$ cat config.mk
export PLATFORM = sky130hd
export DESIGN_NAME = lslp_div
export DESIGN_NICKNAME = d
export VERILOG_FILES = /design/src/rtl/lslp_pkg.sv /design/src/rtl/lslp_div.sv
export SDC_FILE = /design/constraint.sdc
export NUM_CORES = 1
export LEC_CHECK = 0
export ABC_CLOCK_PERIOD_IN_PS = 6300
export BUFFER_PORTS_ARGS = -buffer_cell sky130_fd_sc_hd__buf_4
export CORE_ASPECT_RATIO = 0.7
export CORE_MARGIN = 2
export CORE_UTILIZATION = 25
export DETAILED_ROUTE_END_ITERATION = 10
export HOLD_SLACK_MARGIN = 0.12
export PLACE_DENSITY = 0.41
export SLEW_MARGIN = 20
export SYNTH_ARGS = -nofsm -noshare
export SYNTH_HDL_FRONTEND = slang
export SYNTH_SLANG_ARGS = --single-unit
export TNS_END_PERCENT = 50
$ cat constraint.sdc
create_clock -name clk -period 6.3 [get_ports clk]
set_clock_uncertainty 0.2 [all_clocks]
set_input_delay 0.315 -clock clk [delete_from_list [all_inputs] [get_ports clk]]
set_output_delay 0.315 -clock clk [all_outputs]
set_load 0.1 [all_outputs]
$ cat src/rtl/lslp_pkg.sv
// shared constants and types for the least-squares line predictor
// used by every module of the block; no dependencies
package lslp_pkg;

  localparam int MAX_POINTS      = 64;
  localparam int TIME_DELTA_BITS = 28;
  localparam int CNT_W           = 7;
  localparam int WW              = 128;   // width of the serial datapath
  localparam int WCNT_W          = $clog2(WW);
  localparam int PAISE_W         = 48;
  localparam logic [15:0] RATE_RESET = 16'd7527;

  typedef enum logic [1:0] {
    CMD_CLEAR   = 2'd0,
    CMD_ADD     = 2'd1,
    CMD_PREDICT = 2'd2,
    CMD_NONE    = 2'd3
  } cmd_t;

  typedef enum logic [1:0] {
    ST_OK    = 2'd0,
    ST_RANGE = 2'd1,
    ST_FULL  = 2'd2,
    ST_NOFIT = 2'd3
  } status_t;

  typedef enum logic [0:0] {
    REG_BASE_TIME = 1'b0,
    REG_RATE      = 1'b1
  } reg_idx_t;

  // handshake between sequencer and a serial unit
  typedef struct packed {
    logic go;
    logic done;
  } unit_ctl_t;

endpackage

$ cat src/rtl/lslp_div.sv
// restoring divider, one quotient bit per cycle
// depends on lslp_pkg
module lslp_div import lslp_pkg::*; (
  input  logic          clk,
  input  logic          rst_n,
  input  logic          go,
  input  logic [WW-1:0] dividend,
  input  logic [WW-1:0] divisor,
  output logic          done,
  output logic [WW-1:0] quot
);

  logic              busy_r;
  logic              done_r;
  logic [WCNT_W-1:0] cnt_r;
  logic [WW-1:0]     dvd_r;
  logic [WW-1:0]     dsr_r;
  logic [WW-1:0]     rem_r;
  logic [WW-1:0]     rem_sh;
  logic              ge;

  assign rem_sh = {rem_r[WW-2:0], dvd_r[WW-1]};
  assign ge     = rem_sh >= dsr_r;
  assign done   = done_r;
  assign quot   = dvd_r;

  always_ff @(posedge clk) begin
    if (!rst_n) begin
      busy_r <= 1'b0;
      done_r <= 1'b0;
    end else begin
      done_r <= 1'b0;
      if (go) begin
        busy_r <= 1'b1;
      end else if (busy_r && cnt_r == '0) begin
        busy_r <= 1'b0;
        done_r <= 1'b1;
      end
    end
  end

  // quotient bits shift in where dividend bits leave
  always_ff @(posedge clk) begin
    if (go) begin
      dvd_r <= dividend;
      dsr_r <= divisor;
      rem_r <= '0;
      cnt_r <= WCNT_W'(WW - 1);
    end else if (busy_r) begin
      rem_r <= ge ? rem_sh - dsr_r : rem_sh;
      dvd_r <= {dvd_r[WW-2:0], ge};
      cnt_r <= cnt_r - 1'b1;
    end
  end

endmodule

==> out/metrics.yaml, run 1 <==
port-buffer-count: 387
globalRouteOverflowTotal: 0
cts_resized: 0
ys_seq_area_share_pct: 43.2
finalNetCount: 3537
cpMostUsedCell: "sky130_fd_sc_hd__o21ai_0"
design.die.area_sq_um: 98900
cellInternalPower_mw: 5.59
whs_path_depth: 2
worstMarginPinSlew_ns: 1.03
combinationalPowerShare_pct: 29.6
clock_sink_count: 392
detail_route.wl_per_cell_um: 19.8
drt_wl_total_mm: 88.0
grt_setup_unrepaired: "no"
critical-path-top-delay-family: "compound AO/OA/AOI/OAI gates"
status: "finished clean"
r2r_end: "rem_r[112]$_SDFFE_PP0P_"
p_leak_nw: 13.2
relative_max_transition_margin_pct: 30.9
grt_first_pass_wirelength_mm: 133
level_count_of_the_clock_h_tree: 2
post-route-period-util_pct: 76.7
r2r_slack_ns: 1.47
pwr-share-seq_pct: 36.0
clock_group_share_of_total_power_pct: 34.4
drv_slew: 0
min-delay-path-class: "in -> reg"
ys.warnings.count: 0
synth_edf_count: 256
critical_path.max_stage_delay_ns: 0.72
drc: 0
period_needed_ns: 4.83
synth-async-reset-ratio_pct: 0
final_cell_mix: "sky130_fd_sc_hd__buf_4, sky130_fd_sc_hd__a21oi_1, sky130_fd_sc_hd__nor2_1, sky130_fd_sc_hd__dlygate4sd3_1, sky130_fd_sc_hd__edfxtp_1"
io_pins: 388
hold_start: "divisor[29]"
total_switching_power_mw: 3.06
die_w_um: 375
synthDistinctLibCells: 90
cts.reportedPaths.clkPinSlew_ns: 0.06
routed_via_density: 4.88
critical_path_cell_count: 15
crit_type: "reg -> reg"
detail_route.iter0.violations: 1912
crit_slowest_cell: "sky130_fd_sc_hd__o31ai_2"
cts_inserted_buffers: 48
tritoncts: "done"
synth-seq-cells: 392
worst_setup_path_end_kind: "flip-flop"
final_layout_size_suffix_gt1_share_pct: 20.2
track_usage_pct: 17.2
cp-start-kind: "flip-flop"
timing.reg2reg.worst_path_depth: 15
maxCapViolCount: 0
cts_max_path_buffers: 3
worstSkewPairLatency_ns: 0.63
clock-root-buffer: "sky130_fd_sc_hd__clkbuf_16"
route.vias.total: 21711
area.growth.synth_to_final_pct: 34.3
synth.net_count: 2962
drt-pass1-iter-count: 6
initial_antenna_violation_count: 3
final_core_utilization_pct: 33.8
vdd_ir_drop_max_mv: 0.196
global_placer_s_final_weighted_congestion: 0.936
timing.critical_path.fanout_max: 6
max_freq_mhz: 207
reg2reg_from: "quot[127]$_DFFE_PP_"
critical_path.cell_chain: "inv_1 -> ha_1 -> fa_1 -> and2b_1 -> o2111a_1 -> o311ai_1 -> a31oi_1 -> or2_1 -> a21oi_1 -> o31ai_2 -> nand4_1 -> o211a_1 -> o21ai_0 -> xnor2_1 -> o21ai_0"
die_y_um: 264
p_sw_share_pct: 35.4
timing.critical_path.buf_inv: 1
grt_max_degree: 152
dominant_register_cell_in_the_synthesized_netlist: "sky130_fd_sc_hd__edfxtp_1"
ant_nets: 0
grt_pass1_vias: 21477
start_util_pct: 25.2
finalSetupViolations: 0
setup-tns-final_ns: 0
syn_inst: 2573
critPathRequiredTime_ns: 6.60
hpwl_mm: 67.4
power-per-cell-area_nw_per_um2: 267
synthesized_area_divided_by_synthesized_cell_count_sq_um: 9.37
fp.coreArea_sq_um: 95800
std_cell_rows: 95
min_delay_worst_endpoint: "dsr_r[29]$_DFFE_PP_"
arrival_ns: 5.14
hold_violations: 0
fillers: 9944
layout.cells.most_common: "sky130_fd_sc_hd__buf_4"
mappedNetlistArea_sq_um: 24100
cts.repair_timing.setup_buffer_count: 0
stage by stage:
stage	cells	hold slack (ns)	worst slack [ns]	area, sq um	power [mW]
global route	4448	0.182	1.35	32400	9.07
floorplan	2573	0.214	2.09	24100	4.86
finish	4450	0.206	1.47	32400	8.65
CTS	4448	0.162	1.59	32400	8.76
global placement	4101	0.274	1.66	28100	5.57
detailed placement	4101	0.286	1.60	28100	5.56
area by class of cell:
type / count / area (sq um) / share of cell area (%)
Multi-Input combinational cell: 1865 / 12400 / 38.3
Sequential cell: 392 / 10400 / 32.2
Timing Repair Buffer: 663 / 5640 / 17.4
Tap cell: 1261 / 1580 / 4.87
Clock buffer: 52 / 1240 / 3.82
Inverter: 178 / 673 / 2.08
Clock inverter: 37 / 429 / 1.33
Antenna cell: 2 / 5.00 / 0.0155
sequential cells by signal (all words and copies together) (netlist names):
| name | cells |
|---|---|
| dsr_r | 128 |
| quot | 128 |
| rem_r | 127 |
| cnt_r | 7 |
| busy_r | 1 |
| done | 1 |
worst max path at each step:
stage / startpoint / end / slack [ns]
after detailed placement: quot[127]$_DFFE_PP_ / rem_r[112]$_SDFFE_PP0P_ / 1.60
after global routing: quot[127]$_DFFE_PP_ / rem_r[112]$_SDFFE_PP0P_ / 1.35
after CTS: quot[127]$_DFFE_PP_ / rem_r[112]$_SDFFE_PP0P_ / 1.59
final: quot[127]$_DFFE_PP_ / rem_r[112]$_SDFFE_PP0P_ / 1.47
after global placement: quot[127]$_DFFE_PP_ / rem_r[112]$_SDFFE_PP0P_ / 1.66
after floorplan: quot[127]$_DFFE_PP_ / rem_r[110]$_SDFFE_PP0P_ / 2.09
what timing repair did:
action                                 CTS  global route
hold buffers                           258             0
endpoints found under the hold margin  310             0
setup endpoints to repair                0             0
cell families (layout without fill, tap and decap cells):
logic type                 count (synthesis)  after routing  synth area share, %
AOI/OAI and AO/OA                        778            778                 20.2
xor gates and xnor gates                 118            118                 4.29
adders and majority gates                130            130                 6.78
buffers and inverters                    316            930                 5.41
DFF                                      392            392                 43.2
muxes                                    155            155                 7.12
other                                      0              2                    0
and+or+nand+nor                          684            684                 13.0
worst reg2reg max path, cell delays in order (launching register included):
cell	delay (ns)
sky130_fd_sc_hd__edfxtp_1	0.39
sky130_fd_sc_hd__inv_1	0.06
sky130_fd_sc_hd__ha_1	0.22
sky130_fd_sc_hd__fa_1	0.38
sky130_fd_sc_hd__and2b_1	0.24
sky130_fd_sc_hd__o2111a_1	0.25
sky130_fd_sc_hd__o311ai_1	0.14
sky130_fd_sc_hd__a31oi_1	0.26
sky130_fd_sc_hd__or2_1	0.43
sky130_fd_sc_hd__a21oi_1	0.27
sky130_fd_sc_hd__o31ai_2	0.73
sky130_fd_sc_hd__nand4_1	0.22
sky130_fd_sc_hd__o211a_1	0.23
sky130_fd_sc_hd__o21ai_0	0.46
sky130_fd_sc_hd__xnor2_1	0.18
sky130_fd_sc_hd__o21ai_0	0.09
cell usage after synthesis, drive strengths merged, types with 19 or more instances:
cell / number / area [sq um]
nor2: 265 / 997
nand2b: 22 / 138
xor2: 46 / 403
buf: 38 / 258
dfxtp: 136 / 2720
inv: 178 / 668
nand4: 63 / 394
mux2: 131 / 1480
and3: 19 / 124
ha: 129 / 1610
o21bai: 38 / 285
xnor2: 72 / 631
o211ai: 26 / 200
o21ai: 198 / 1000
mux2i: 24 / 240
a22oi: 26 / 195
a21oi: 268 / 1350
clkbuf: 100 / 378
a211oi: 71 / 548
a21o: 40 / 300
nand2: 193 / 724
edfxtp: 256 / 7690
nor3: 34 / 170
routing by layer:
layer,vias up,wire [um],share of wire [%],GRT usage (%)
li1,10550,-,-,-
met1,10432,44900,51,26.8
met2,613,35400,40,24.0
met3,114,5640,6.4,3.32
met4,2,2020,2.3,4.21
met5,-,13,0.015,0
power groups by stage:
stage / Clock (mW) / Sequential, mW / Combinational (mW)
final: 2.98 / 3.11 / 2.56
after global placement: 0 / 3.16 / 2.41
after global routing: 3.18 / 3.14 / 2.75
after CTS: 3.09 / 3.11 / 2.55
after floorplan: 0 / 3.75 / 1.11
after detailed placement: 0 / 3.16 / 2.40
No activity file was read; power rests on OpenSTA's default activity.
==> run 2, diff against run 1 <==
- ABC_CLOCK_PERIOD_IN_PS: 6300 -> 4790
- clock period: 6.3 -> 4.79 ns (I/O delays scaled with it)
==> out/metrics.yaml, run 2 (synthesis results as in run 1) <==
io_pins: 388  # unchanged
area.growth.synth_to_final_pct: 37.1  # was 34.3%
timing.hold.ws_ns: 0.158  # was 0.206 ns
finalNetCount: 3615  # was 3,537
design.die.area_sq_um: 98900  # unchanged
hpwl_mm: 67.4  # about the same
min_delay_worst_endpoint: "dsr_r[53]$_DFFE_PP_"  # was dsr_r[29]$_DFFE_PP_
num_antenna_cells: 0  # was 2
tritoncts: "done"  # unchanged
critical-path-top-delay-family: "compound AO/OA/AOI/OAI gates"  # unchanged
crit_type: "reg -> reg"  # unchanged
ant_nets: 0  # unchanged
sequential_cell_area_sq_um: 10400  # unchanged
use_met3_pct: 3.37  # was 3.32%
cts_inserted_buffers: 46  # was 48
grt_first_pass_wirelength_mm: 134  # was 133 mm
routed_via_density: 4.89  # was 4.88
level_count_of_the_clock_h_tree: 2  # unchanged
clock_sink_count: 392  # unchanged
final_cell_mix: "sky130_fd_sc_hd__buf_4, sky130_fd_sc_hd__dlygate4sd3_1, sky130_fd_sc_hd__a21oi_1, sky130_fd_sc_hd__nor2_1, sky130_fd_sc_hd__edfxtp_1"  # was sky130_fd_sc_hd__buf_4, sky130_fd_sc_hd__a21oi_1, sky130_fd_sc_hd__nor2_1, sky130_fd_sc_hd__dlygate4sd3_1, sky130_fd_sc_hd__edfxtp_1
cp-start-kind: "flip-flop"  # unchanged
hold_violations: 0  # unchanged
worstSkewPairLatency_ns: 0.62  # was 0.63 ns
relative_max_transition_margin_pct: 38.5  # was 30.9%
status: "finished clean"  # unchanged
global_placer_s_final_weighted_congestion: 0.945  # was 0.936
setup-tns-final_ns: 0  # unchanged
fillers: 9953  # was 9,944
min-delay-path-class: "in -> reg"  # unchanged
final_layout_size_suffix_gt1_share_pct: 20.3  # was 20.2%
grt_max_degree: 135  # was 152
die_w_um: 375  # unchanged
r2r_slack_ns: 0.30  # was 1.47 ns
initial_antenna_violation_count: 3  # unchanged
detail_route.wl_per_cell_um: 19.5  # was 19.8 um
die_y_um: 264  # unchanged
hold_start: "divisor[53]"  # was divisor[29]
arrival_ns: 4.75  # was 5.14 ns
maxCapViolCount: 0  # unchanged
report.power.total_mw: 11.2  # was 8.65 mW
fp.coreArea_sq_um: 95800  # unchanged
max_freq_mhz: 223  # was 207 MHz
post-route-period-util_pct: 93.7  # was 76.7%
grt_pass1_vias: 21848  # was 21.5k
global_route.usage.met1_pct: 26.8  # about the same
cts_max_path_buffers: 3  # unchanged
grt-busiest-layer: "met1"  # unchanged
reg2reg_from: "quot[127]$_DFFE_PP_"  # unchanged
cpMostUsedCell: "sky130_fd_sc_hd__o21ai_0"  # unchanged
r2r_end: "rem_r[112]$_SDFFE_PP0P_"  # unchanged
worst_setup_path_end_kind: "flip-flop"  # unchanged
period_needed_ns: 4.49  # was 4.83 ns
critical_path.cell_chain: "inv_1 -> ha_1 -> fa_1 -> and2b_1 -> o2111a_1 -> o311ai_1 -> a31oi_1 -> or2_1 -> a21oi_1 -> o31ai_2 -> nand4_1 -> o211a_1 -> o21ai_0 -> xnor2_1 -> o21ai_0"  # unchanged
p_leak_nw: 13.5  # was 13.2 nW
drt_wl_total_mm: 88.1  # was 88.0 mm
std_cell_rows: 95  # unchanged
drv_slew: 0  # unchanged
track_usage_pct: 17.4  # was 17.2%
port-buffer-count: 387  # unchanged
critPathRequiredTime_ns: 5.05  # was 6.60 ns
route.vias.total: 22134  # was 21.7k
grt_util_met2_pct: 24.4  # was 24.0%
whs_path_depth: 2  # unchanged
cts.repair_timing.setup_buffer_count: 0  # unchanged
worstMarginPinSlew_ns: 0.923  # was 1.03 ns
layout.cells.most_common: "sky130_fd_sc_hd__buf_4"  # unchanged
clock-root-buffer: "sky130_fd_sc_hd__clkbuf_16"  # unchanged
crit_slowest_cell: "sky130_fd_sc_hd__o21ai_0"  # was sky130_fd_sc_hd__o31ai_2
critical_path.max_stage_delay_ns: 0.52  # was 0.72 ns
finalSetupViolations: 0  # unchanged
start_util_pct: 25.2  # unchanged
power-per-cell-area_nw_per_um2: 339  # was 267 nW/um^2
cts.reportedPaths.clkPinSlew_ns: 0.06  # about the same
drt-pass1-iter-count: 6  # unchanged
drc: 0  # unchanged
detail_route.iter0.violations: 1629  # was 1,912
area_taken_by_multi_input_logic_gates_sq_um: 12400  # unchanged
grt_setup_unrepaired: "no"  # unchanged
timing.critical_path.fanout_max: 6  # unchanged
timing.reg2reg.worst_path_depth: 15  # unchanged
globalRouteOverflowTotal: 0  # unchanged
timing.critical_path.buf_inv: 1  # unchanged
vdd_ir_drop_max_mv: 0.223  # was 0.196 mV
-- run 2: metal layers --
layer | share of wire (%) | wire length (um)
met2 | 40 | 35600
met1 | 51 | 44600
met3 | 6.9 | 6080
met5 | 0.015 | 13
met4 | 2.1 | 1820
-- run 2: area by class of cell --
cell class | instances | share of cell area, %
clock buffers | 56 | 3.60
clock inverters | 29 | 1.08
inverters | 178 | 2.03
multi-input cells | 1865 | 37.5
flip-flops and latches | 392 | 31.5
well taps | 1261 | 4.78
repair buffers | 743 | 19.5
-- run 2: how the worst max path moves through the flow --
stage / endpoint / start / cells past startpoint
after floorplan: rem_r[110]$_SDFFE_PP0P_ / quot[127]$_DFFE_PP_ / 15
after global placement: rem_r[112]$_SDFFE_PP0P_ / quot[127]$_DFFE_PP_ / 15
after detailed placement: rem_r[112]$_SDFFE_PP0P_ / quot[127]$_DFFE_PP_ / 15
after CTS: rem_r[112]$_SDFFE_PP0P_ / quot[127]$_DFFE_PP_ / 15
after global routing: rem_r[41]$_SDFFE_PP0P_ / quot[127]$_DFFE_PP_ / 17
final: rem_r[112]$_SDFFE_PP0P_ / quot[127]$_DFFE_PP_ / 15
-- run 2: what timing repair did --
action                    4_1_cts  5_1_grt
resized for setup               0        0
hold buffers                  314        0
hold endpoints to repair      290        0
-- run 2: power breakdown --
part           switching (mW)  internal [mW]  total [mW]
sequential              0.164           3.92        4.09
combinational            2.27           1.16        3.43
clock                    1.57           2.12        3.68
total                    4.00           7.20        11.2
-- run 2: stage by stage --
step,util (%),worst slack (ns),area [sq um],cells
finish,34.5,0.302,33000,4524
global route,34.5,0.0837,33000,4524
CTS,34.5,0.333,33000,4524
detailed placement,29.6,0.403,28400,4125
global placement,29.6,0.463,28400,4125
floorplan,-,0.584,24100,2573
==> run 3, diff against run 2 <==
- ABC_AREA: unset -> 1
- CORE_MARGIN: 2 -> 5
- PLACE_DENSITY: 0.41 -> 0.4
==> out/metrics.yaml, run 3 <==
timing.critical_path.fanout_max: 4  # was 6
max_freq_mhz: 264  # was 223 MHz
synth_top_family_by_area: "simple AND/OR/NAND/NOR gates"  # was compound AO/OA/AOI/OAI gates
drv_slew: 0  # unchanged
relative_max_transition_margin_pct: 32.4  # was 38.5%
start_util_pct: 25.1  # was 25.2%
design_area_sq_um: 40400  # was 33,000 sq um
critPathRequiredTime_ns: 5.10  # was 5.05 ns
worstSkewPairLatency_ns: 0.64  # was 0.62 ns
area.growth.synth_to_final_pct: 32.2  # was 37.1%
std_cell_rows: 107  # was 95
grt_setup_unrepaired: "no"  # unchanged
final_layout_size_suffix_gt1_share_pct: 10.2  # was 20.3%
power-per-cell-area_nw_per_um2: 251  # was 339 nW/um^2
status: "finished clean"  # unchanged
pwr-share-seq_pct: 38.9  # was 36.5%
report.power.total_mw: 10.1  # was 11.2 mW
synth.net_count: 5334  # was 2,962
hpwl_mm: 114  # was 67.4 mm
arrival_ns: 4.10  # was 4.75 ns
yosys.area_share.xor_xnor_pct: 1.81  # was 4.29%
vdd_ir_drop_max_mv: 0.226  # was 0.223 mV
post_synth_main_area_contributors: "sky130_fd_sc_hd__nand2_1, sky130_fd_sc_hd__edfxtp_1, sky130_fd_sc_hd__inv_1"  # was sky130_fd_sc_hd__edfxtp_1, sky130_fd_sc_hd__dfxtp_1, sky130_fd_sc_hd__ha_1
tritoncts: "done"  # unchanged
synth_top_area_share_pct: 27.5  # was 31.9%
synthDistinctLibCells: 42  # was 90
cts_inserted_buffers: 48  # was 46
synth-seq-cells: 392  # unchanged
die_w_um: 428  # was 375 um
synth-simple-area-share_pct: 40.3  # was 13.0%
yosys-mux-area-fraction_pct: 0  # was 7.12%
detailroute.wirelength.met2_mm: 53.5  # was 35.6 mm
design.die.area_sq_um: 129000  # was 98,900 sq um
synth_adder_area_share_pct: 5.35  # was 6.78%
clock_sink_count: 392  # unchanged
clock_group_share_of_total_power_pct: 38.8  # was 32.9%
finalNetCount: 6056  # was 3,615
worstMarginPinSlew_ns: 1.01  # was 0.923 ns
syn_inst: 4945  # was 2,573
route.vias.total: 32181  # was 22.1k
global_placer_s_final_weighted_congestion: 1.03  # was 0.945
drc: 0  # unchanged
cellInternalPower_mw: 6.84  # was 7.20 mW
synth-async-reset-ratio_pct: 0  # unchanged
layout.cells.most_common: "sky130_fd_sc_hd__nand2_1"  # was sky130_fd_sc_hd__buf_4
finalSetupViolations: 0  # unchanged
dr_wl_met3_mm: 11.6  # was 6.08 mm
setup-tns-final_ns: 0  # unchanged
combinationalPowerShare_pct: 22.3  # was 30.6%
dpl-instance-area_sq_um: 35100  # was 28,400 sq um
area_fraction_in_compound_gates_after_synthesis_pct: 2.92  # was 20.2%
detail_route.wl_per_cell_um: 19.2  # was 19.5 um
io_pins: 388  # unchanged
initial_antenna_violation_count: 0  # was 3
period_needed_ns: 3.78  # was 4.49 ns
min-delay-path-class: "in -> reg"  # unchanged
drt_wl_total_mm: 141  # was 88.1 mm
detail_route.iter0.violations: 3180  # was 1,629
drt-pass1-iter-count: 6  # unchanged
cts_max_path_buffers: 3  # unchanged
ant_nets: 0  # unchanged
crit_type: "reg -> reg"  # unchanged
netlist_top_cells_count: "sky130_fd_sc_hd__nand2_1, sky130_fd_sc_hd__inv_1, sky130_fd_sc_hd__nand3_1, sky130_fd_sc_hd__nor2_1, sky130_fd_sc_hd__edfxtp_1"  # was sky130_fd_sc_hd__a21oi_1, sky130_fd_sc_hd__nor2_1, sky130_fd_sc_hd__edfxtp_1, sky130_fd_sc_hd__nand2_1, sky130_fd_sc_hd__inv_1
cts.reportedPaths.clkPinSlew_ns: 0.06  # about the same
total_switching_power_mw: 3.29  # was 4.00 mW
synth_edf_count: 256  # unchanged
worst_setup_path_end_kind: "flip-flop"  # unchanged
ys_seq_area_share_pct: 34.1  # was 43.2%
globalRouteOverflowTotal: 0  # unchanged
synthesized_area_divided_by_synthesized_cell_count_sq_um: 6.18  # was 9.37 sq um
routed_via_density: 4.38  # was 4.89
port-buffer-count: 387  # unchanged
routedLengthMet1_mm: 73.7  # was 44.6 mm
level_count_of_the_clock_h_tree: 2  # unchanged
hold_violations: 0  # unchanged
post-route-period-util_pct: 79.0  # was 93.7%
fp.coreArea_sq_um: 122000  # was 95,800 sq um
maxCapViolCount: 0  # unchanged
grt_max_degree: 129  # was 135
die_y_um: 303  # was 264 um
grt_first_pass_wirelength_mm: 202  # was 134 mm
track_usage_pct: 20.8  # was 17.4%
route.top_layer_used: "met5"  # unchanged
final_cell_mix: "sky130_fd_sc_hd__nand2_1, sky130_fd_sc_hd__inv_1, sky130_fd_sc_hd__buf_4, sky130_fd_sc_hd__dlygate4sd3_1, sky130_fd_sc_hd__nand3_1"  # was sky130_fd_sc_hd__buf_4, sky130_fd_sc_hd__dlygate4sd3_1, sky130_fd_sc_hd__a21oi_1, sky130_fd_sc_hd__nor2_1, sky130_fd_sc_hd__edfxtp_1
ys.warnings.count: 0  # unchanged
fillers: 13681  # was 9,953
mappedNetlistArea_sq_um: 30600  # was 24,100 sq um
p_leak_nw: 22.2  # was 13.5 nW
cp-start-kind: "flip-flop"  # unchanged
grt_pass1_vias: 30044  # was 21.8k
dominant_register_cell_in_the_synthesized_netlist: "sky130_fd_sc_hd__edfxtp_1"  # unchanged
yosys.cell_count.top_type: "sky130_fd_sc_hd__nand2_1"  # was sky130_fd_sc_hd__a21oi_1
clock-root-buffer: "sky130_fd_sc_hd__clkbuf_16"  # unchanged
p_sw_share_pct: 32.5  # was 35.7%
synth_top_area_cell: "sky130_fd_sc_hd__nand2_1"  # was sky130_fd_sc_hd__edfxtp_1
run 3: cell types whose count changed in the layout (fill, tap and decap cells not counted), sizes merged, moves of 131 or more:
cell   before   now
mux2      131     0
a21oi     268    85
o21ai     198    64
nand3      15   321
nand2     193  2258
inv       181  1098
run 3: routing by layer:
metal	track usage [%]	vias up
met5	0.801	-
met4	3.19	2
met3	4.72	107
met2	27.9	971
met1	33.6	14853
li1	-	16248
run 3: worst paths after layout:
check / cells past startpoint / slack, ns / from / end
worst max-delay path: 15 / 1.01 / dsr_r[60]$_DFFE_PP_ / rem_r[125]$_SDFFE_PP0P_
worst min-delay path: 2 / 0.16 / divisor[115] / dsr_r[115]$_DFFE_PP_
worst max register to register: 15 / 1.01 / dsr_r[60]$_DFFE_PP_ / rem_r[125]$_SDFFE_PP0P_
worst min register to register: 2 / 0.26 / rem_r[126]$_SDFFE_PP0P_ / rem_r[126]$_SDFFE_PP0P_
run 3: per-stage QoR:
stage / cells / setup WS (ns) / hold WS, ns / util, %
floorplan: 4945 / 0.184 / 0.138 / -
global placement: 6889 / 1.10 / 0.218 / 28.9
detailed placement: 6889 / 1.13 / 0.219 / 28.9
CTS: 7341 / 1.09 / 0.121 / 33.2
global route: 7341 / 0.889 / 0.137 / 33.2
finish: 7342 / 1.01 / 0.156 / 33.2
run 3: power groups by stage:
stage | Sequential (mW) | Combinational (mW) | Clock (mW)
6_report | 3.94 | 2.26 | 3.93
5_1_grt | 3.96 | 2.41 | 4.21
4_1_cts | 3.94 | 2.28 | 4.09
3_5_place_dp | 4.01 | 2.03 | 0
3_3_place_gp | 4.01 | 2.05 | 0
2_1_floorplan | 4.81 | 0.563 | 0
run 3: worst max-delay path: stages (launching register included):
cell and delay [ns]:
sky130_fd_sc_hd__edfxtp_1 0.33, sky130_fd_sc_hd__inv_1 0.07, sky130_fd_sc_hd__ha_1 0.53, sky130_fd_sc_hd__nand2_1 0.21, sky130_fd_sc_hd__nor2_1 0.26, sky130_fd_sc_hd__nand2_1 0.13, sky130_fd_sc_hd__nor3_1 0.62, sky130_fd_sc_hd__nand2_1 0.11
sky130_fd_sc_hd__nand2_1 0.21, sky130_fd_sc_hd__inv_1 0.06, sky130_fd_sc_hd__nand2_1 0.42, sky130_fd_sc_hd__nand2_1 0.19, sky130_fd_sc_hd__nand3_1 0.12, sky130_fd_sc_hd__nand3_1 0.08, sky130_fd_sc_hd__nand2_1 0.08, sky130_fd_sc_hd__nand2_1 0.04
run 3: kinds of logic after synthesis:
group                      count (synthesis)
and+or+nand+nor                         2993
buffers and inverters                   1199
DFF                                      392
AOI/OAI and AO/OA                        168
adders and majority gates                130
xor gates and xnor gates                  63
run 3: repair_timing:
action | 4_1_cts | 5_1_grt
resized for setup | 0 | 0
buffers inserted | 0 | 0
hold buffers | 363 | 0
hold endpoints to repair | 291 | 0
run 3: cell type report:
type                    instances  area, sq um  area share [%]
diodes                          1         2.50         0.00619
clock buffers                  66         1320            3.26
clock inverters                23          314           0.777
inverters                    1102         4140            10.3
multi-input cells            3354        15400            38.1
flip-flops and latches        392        10400            25.8
well taps                    1635         2050            5.06
repair buffers                769         6780            16.8
